[config.mk]
export PLATFORM = sky130hd
export DESIGN_NAME = acceu_alu
export DESIGN_NICKNAME = d
export VERILOG_FILES = /design/src/rtl/acceu_pkg.sv /design/src/rtl/acceu_alu.sv
export SDC_FILE = /design/constraint.sdc
export NUM_CORES = 1
export LEC_CHECK = 0
export BUFFER_PORTS_ARGS = -buffer_cell sky130_fd_sc_hd__buf_2
export CORE_ASPECT_RATIO = 2
export CORE_MARGIN = 10
export CORE_UTILIZATION = 45
export DETAILED_ROUTE_END_ITERATION = 12
export GPL_TIMING_DRIVEN = 0
export PLACE_DENSITY_LB_ADDON = 0.05
export SLEW_MARGIN = 15
export SYNTH_ARGS = -nofsm -noshare
export SYNTH_HDL_FRONTEND = slang
export SYNTH_SLANG_ARGS = --single-unit
[constraint.sdc]
create_clock -name vclk -period 5.54
set_input_delay 0.277 -clock vclk [all_inputs]
set_output_delay 0.277 -clock vclk [all_outputs]
set_load 0.02 [all_outputs]
[src/rtl/acceu_pkg.sv]
// shared types, opcodes and widths of the accumulator execute unit
// no dependencies
`default_nettype none

package acceu_pkg;

    localparam int DATA_W = 8;
    localparam int OP_W = 6;
    localparam int ADDR_W = 12;
    localparam int WIDE_W = 16;
    localparam int MEM_ADDR_BITS_DEF = 12;
    localparam int IO_ADDR_BITS_DEF = 8;

    localparam logic [DATA_W-1:0] SIGN_MASK = 8'h80;

    localparam logic [OP_W-1:0] OP_ADD  = 6'h3C;
    localparam logic [OP_W-1:0] OP_SUB  = 6'h3A;
    localparam logic [OP_W-1:0] OP_MUL  = 6'h36;
    localparam logic [OP_W-1:0] OP_AND  = 6'h34;
    localparam logic [OP_W-1:0] OP_OR   = 6'h32;
    localparam logic [OP_W-1:0] OP_NOT  = 6'h30;
    localparam logic [OP_W-1:0] OP_XOR  = 6'h2E;
    localparam logic [OP_W-1:0] OP_SHL  = 6'h2C;
    localparam logic [OP_W-1:0] OP_SHR  = 6'h2A;
    localparam logic [OP_W-1:0] OP_WM   = 6'h02;
    localparam logic [OP_W-1:0] OP_RM   = 6'h04;
    localparam logic [OP_W-1:0] OP_RIO  = 6'h08;
    localparam logic [OP_W-1:0] OP_WIO  = 6'h0A;
    localparam logic [OP_W-1:0] OP_WB   = 6'h0C;
    localparam logic [OP_W-1:0] OP_WIB  = 6'h0E;
    localparam logic [OP_W-1:0] OP_WACC = 6'h12;
    localparam logic [OP_W-1:0] OP_RACC = 6'h16;
    localparam logic [OP_W-1:0] OP_SWAP = 6'h1C;
    localparam logic [OP_W-1:0] OP_BR   = 6'h06;
    localparam logic [OP_W-1:0] OP_BRE  = 6'h28;
    localparam logic [OP_W-1:0] OP_BRNE = 6'h26;
    localparam logic [OP_W-1:0] OP_BRGT = 6'h24;
    localparam logic [OP_W-1:0] OP_BRLT = 6'h22;

    typedef struct packed {
        logic o;
        logic s;
        logic c;
        logic z;
    } flags_t;

    typedef struct packed {
        logic              hit;
        logic [DATA_W-1:0] acc;
        flags_t            flags;
    } alu_res_t;

    typedef struct packed {
        logic main_we;
        logic io_we;
    } store_we_t;

endpackage

`default_nettype wire

[src/rtl/acceu_alu.sv]
// combinational alu: accumulator with mbr, flags from the wide result
// depends on acceu_pkg
`default_nettype none

module acceu_alu
(
    input  wire logic [acceu_pkg::OP_W-1:0]   func,
    input  wire logic [acceu_pkg::DATA_W-1:0] acc,
    input  wire logic [acceu_pkg::DATA_W-1:0] mbr,
    output acceu_pkg::alu_res_t               res
);

    logic [acceu_pkg::WIDE_W-1:0] wide;
    logic                         neg;
    logic                         hit;
    logic                         carry;

    always_comb
    begin
        wide = '0;
        neg  = 1'b0;
        hit  = 1'b1;
        unique case (func)
            acceu_pkg::OP_ADD:  wide = {8'd0, acc} + {8'd0, mbr};
            acceu_pkg::OP_SUB:  wide = {8'd0, acc} + {8'd0, 8'(~mbr + 8'd1)};
            acceu_pkg::OP_MUL:  wide = {8'd0, acc} * {8'd0, mbr};
            acceu_pkg::OP_AND:  wide = {8'd0, acc & mbr};
            acceu_pkg::OP_OR:   wide = {8'd0, acc | mbr};
            acceu_pkg::OP_XOR:  wide = {8'd0, acc ^ mbr};
            acceu_pkg::OP_NOT:
            begin
                wide = {8'hFF, ~acc};
                neg  = 1'b1;
            end
            acceu_pkg::OP_SHL:  wide = {7'd0, acc, 1'b0};
            acceu_pkg::OP_SHR:  wide = {9'd0, acc[7:1]};
            acceu_pkg::OP_WACC: wide = {8'd0, mbr};
            acceu_pkg::OP_RACC: wide = {8'd0, acc};
            default:            hit  = 1'b0;
        endcase
    end

    assign carry = !neg && (|wide[15:8]);

    assign res.hit     = hit;
    assign res.acc     = wide[7:0];
    assign res.flags.z = (wide[7:0] == 8'd0);
    assign res.flags.c = carry;
    assign res.flags.s = |(wide[7:0] & acceu_pkg::SIGN_MASK);
    assign res.flags.o = carry || neg;

endmodule

`default_nettype wire

== Yosys cells after proc, flatten, opt, wreduce, memory -nomap -nowiden ==
Cells that the tools add are included.
Storage, ports and cells
  word-level logic and storage cells: 29
  register bits: 0
Cells by class
  bitwise gates (word level): 5
  multiplexer cells: 3
  multiply operators: 1
  reductions and logical operators: 6
  eq/ne operators: 11
  add/sub/neg operators: 3
Operators with widths (number)
  $pmux W16 S11: 1
  $eq A6 B6 Y1 const B: 9
  $add A8 B8 Y9: 2
  $mul A8 B8 Y16: 1
  $not A8 Y8: 2
  $eq A6 B5 Y1 const B: 2
  $reduce_or A11 Y1: 1
  $add A8 B1 Y8 const B: 1
  $and A8 B8 Y8: 1
  $logic_not A8 Y1: 1
  $or A8 B8 Y8: 1
  $reduce_or A8 Y1: 1
  $xor A8 B8 Y8: 1
  $mux W1: 2
  $logic_and A1 B1 Y1: 1
  $logic_not A1 Y1: 1
  $logic_or A1 B1 Y1: 1

== Depth between registers and ports, before layout ==
  depth after elaboration: 7
  mapped depth: 19
  depth with buffers taken out: 17

== Least setup slack after synthesis ==
No wires, ideal clock.
  path kind: input port to output port
  start: input acc[3] in the netlist's numbering
  end: output res[3] in the netlist's numbering
  slack: 0.713 ns
  stages: 15
  arrival: 4.550 ns
  buffers on the path: 1
  path through: clkbuf_1 -> nand2_1 -> fa_1 -> fa_1 -> fa_1 -> fa_1 -> inv_1 -> ha_1 -> and3_1 -> a221o_1 -> nor4b_1 -> a21oi_1 -> o21a_1 -> nor4_1 -> o21ai_0
RTL lines
  from (decl): line acceu_alu.sv:8  | input wire logic [acceu_pkg::DATA_W-1:0] acc,
  to (decl): line acceu_alu.sv:10  | output acceu_pkg::alu_res_t res

== Final worst setup path ==
  start: input acc[3] in the netlist's numbering
  end: output res[1] in the netlist's numbering
On the way
  longest elaborated chain between the ends: 4
  elaborated cells between the ends (all ways): 6
  those cells by class: add/sub (2); mul (1); mux (1); reduce/logical (2)
Ends and longest elaborated chain
  $mul A8 B8 Y16 (tied with other cells): line acceu_alu.sv:26  | acceu_pkg::OP_MUL: wide = {8'd0, acc} * {8'd0, mbr};
  $pmux W16 S11 *: line acceu_alu.sv:23  | unique case (func)
  $reduce_or A8 Y1 *: line acceu_alu.sv:43  | assign carry = !neg && (|wide[15:8]);
  $logic_and A1 B1 Y1 *: line acceu_alu.sv:43
Mark *: on every way between the ends. The rest lies on a longest branch, timed or not.

==> metrics.md <==
| Metric | Value |
|---|---|
| Outcome | complete, no violations |
| Post-Route WL | roughly 10000 µm |
| CP Data Required Time | 5260 ps |
| Max FO, Critical Path | 9 |
| Row count | 44 |
| Peak VDD IR | 0.191 mV |
| Gr busiest metal | met2 |
| Final RePlAce weighted congestion | 0.919 |
| Final worst slack | between 300 and 400 ps |
| Slew at the pin closest to its max-slew limit | approximately 780 ps |
| Power Dens Cells | 212 nW/µm² |
| # diodes | 0 |
| Die X | 81.1 µm |
| CP arrival | between 4000 and 5000 ps |
| Cell taking the most area after synthesis | ha_1 |
| DRT Pass-1 Iters | 6 |
| Post-synthesis cell type count | 54 |
| GRT met1 Usage | between 10% and 20% |
| Setup crit end kind | output port |
| Sequential cell area | 0 µm² |
| Largest cells by area after synthesis | ha_1 22%, fa_1 22%, inv_1 8.5% |
| Layout sequential cell count | 0 |
| Port bufs | 35 |
| DR WL/cell | around 18 µm |
| Max-cap violation count | 0 |
| Met3 GRT Util | 0.949% |
| Number of warnings issued by yosys | 0 |
| Register share of total power | 0% |
| Starting DRT DRC Count | 184 |
| Via count | about 3.3k |
| DRC viols | 0 |
| Min-Delay Path Class | in2out |
| Initial antenna violation count | 0 |
| Final Instance Area | about 3700 µm² |
| Final hold violations | 0 |
| Layout Nets | around 600 |
| Post-synth top area share | 22.4% |
| Worst setup SP type | primary input |
| RSZ-0062 raised after global routing | no |
| Slew Limit Fails | 0 |
| Hold_buf cts | 0 |
| Hpwl dp | ~8900 µm |
| Synth Net Count | 571 |
| Post-synth top cells | 76 x inv_1, 60 x ha_1, 60 x nor2_1, 46 x nand2_1, 37 x fa_1 |
| Final ANT Viol Nets | 0 |
| Sw Ratio | 61.2% |
| # IOs | 35 |
| Layout area overhead | 9.32% |
| Leak Pwr | 1.90 nW |
| Cell Area, Synth | between 3000 and 4000 µm² |
| Final setup viols | 0 |
| Fin crit share | 94.4% |
| Sw power | 0.475 mW |
| Syn Area/Cell | between 7 and 8 µm² |
| First-pass GRT wire length | 17100 µm |
| Largest net degree at the start of global routing | 13 |
| Top-count cell post-synth | inv_1 |
| CP Class | in2out |
| Placed standard-cell area | 3650 µm² |
| Global route total overflow | 0 |
| Hold WS | just over 1000 ps |
| F_max | 191 MHz |
| Clock Power Share | 0% |
| Logic pwr share | 100.0% |
| CLK BUF | 0 |
| Crit path time final | between 5000 and 6000 ps |
| All-Layer GR Usage | a little under a fifth |
| Multi-input gate area | 3010 µm² |
| GRT met2 Usage | 36.9% |
| Fillers | 787 |
| Mapped Cells | 452 |
| Total die area | approximately 12000 µm² |
| Share of layout cells above drive strength 1 | a little over a tenth |
| Initial Util | 46.2% |
| Vias/cell | 5.81 |
| Register area share after synthesis | 0% |
| Die Y | between 100 and 150 µm |
| Setup WS pre-CTS | -323 ps |
| Internal power | approximately 0.3 mW |
| Vias in the first global route | 3465 |
| CORE AREA | 7270 µm² |
| Relative slew slack | 47.8% |
cell families (layout without fill, tap and decap cells):
kind of cell | Yosys count | count (layout) | synth area share (%)
fa+ha+maj | 97 | 97 | 44.4
mux | 2 | 2 | 0.634
compound gates | 83 | 83 | 17.3
xor+xnor | 17 | 17 | 4.44
simple gates | 156 | 156 | 21.7
buf+inv | 97 | 127 | 11.4
final timing paths:
| kind | start | end | slack, ps | cells past startpoint |
|---|---|---|---|---|
| max | acc[3] | res[1] | 310 | 18 |
| min | mbr[0] | res[4] | 1020 | 4 |
timing repair:
item / CTS / global route
endpoints found under the hold margin: 0 / 0
setup buffers: 0 / 0
cloned: 0 / 0
endpoints found under the setup margin: 2 / 2
gates resized for setup: 3 / 9
power groups by stage:
stage,clock (mW),sequential [mW],combinational [mW]
after CTS,0,0,0.764
after detailed placement,0,0,0.754
after global routing,0,0,0.892
final,0,0,0.777
after global placement,0,0,0.741
after floorplan,0,0,0.549
layout make-up:
type                            instances  area share, %
Buffer                                 13           1.98
Inverter                               79           8.08
Tap cell                               92           3.14
Multi-Input combinational cell        355           82.0
Timing Repair Buffer                   35           4.77
worst max-delay path, stage by stage:
cell and delay [ps]:
buf_2 110, clkbuf_4 210, nand2_1 90, fa_1 560, fa_1 460, fa_1 530
fa_1 550, inv_1 50, ha_2 330, and3_1 190, a221o_1 390, nor4b_2 240
a21oi_1 60, o21a_1 220, nor4_4 270, o21ai_0 120, buf_4 130, buf_2 150
metrics by stage:
step	power, mW	cells	util (%)	setup TNS (ps)
final	0.777	574	50.5	0
after global placement	0.741	579	50.2	-415
after global routing	0.892	574	50.5	0
after floorplan	0.549	452	-	0
after detailed placement	0.754	579	50.3	-525
after CTS	0.764	575	50.2	0
metal layers:
layer	routed length, µm	up-vias
met5	0	-
met4	390	0
met3	460	31
met2	5840	103
met1	3600	1609
li1	-	1592
layout by cell type (no fill, tap or decap), drive strengths merged, types with 4 or more instances in the layout:
cell type  count
xnor2         11
fa            37
a22oi          7
ha            60
nand4          7
nand3          6
xor2           6
nor2          60
and3           6
a221oi         6
a31oi          7
o21ai         19
nand2         46
a21oi         11
a21o           4
nor3           8
buf           39
a211oi         4
inv           76
clkbuf         9
Note: power is estimated with default switching activity, not from simulation.
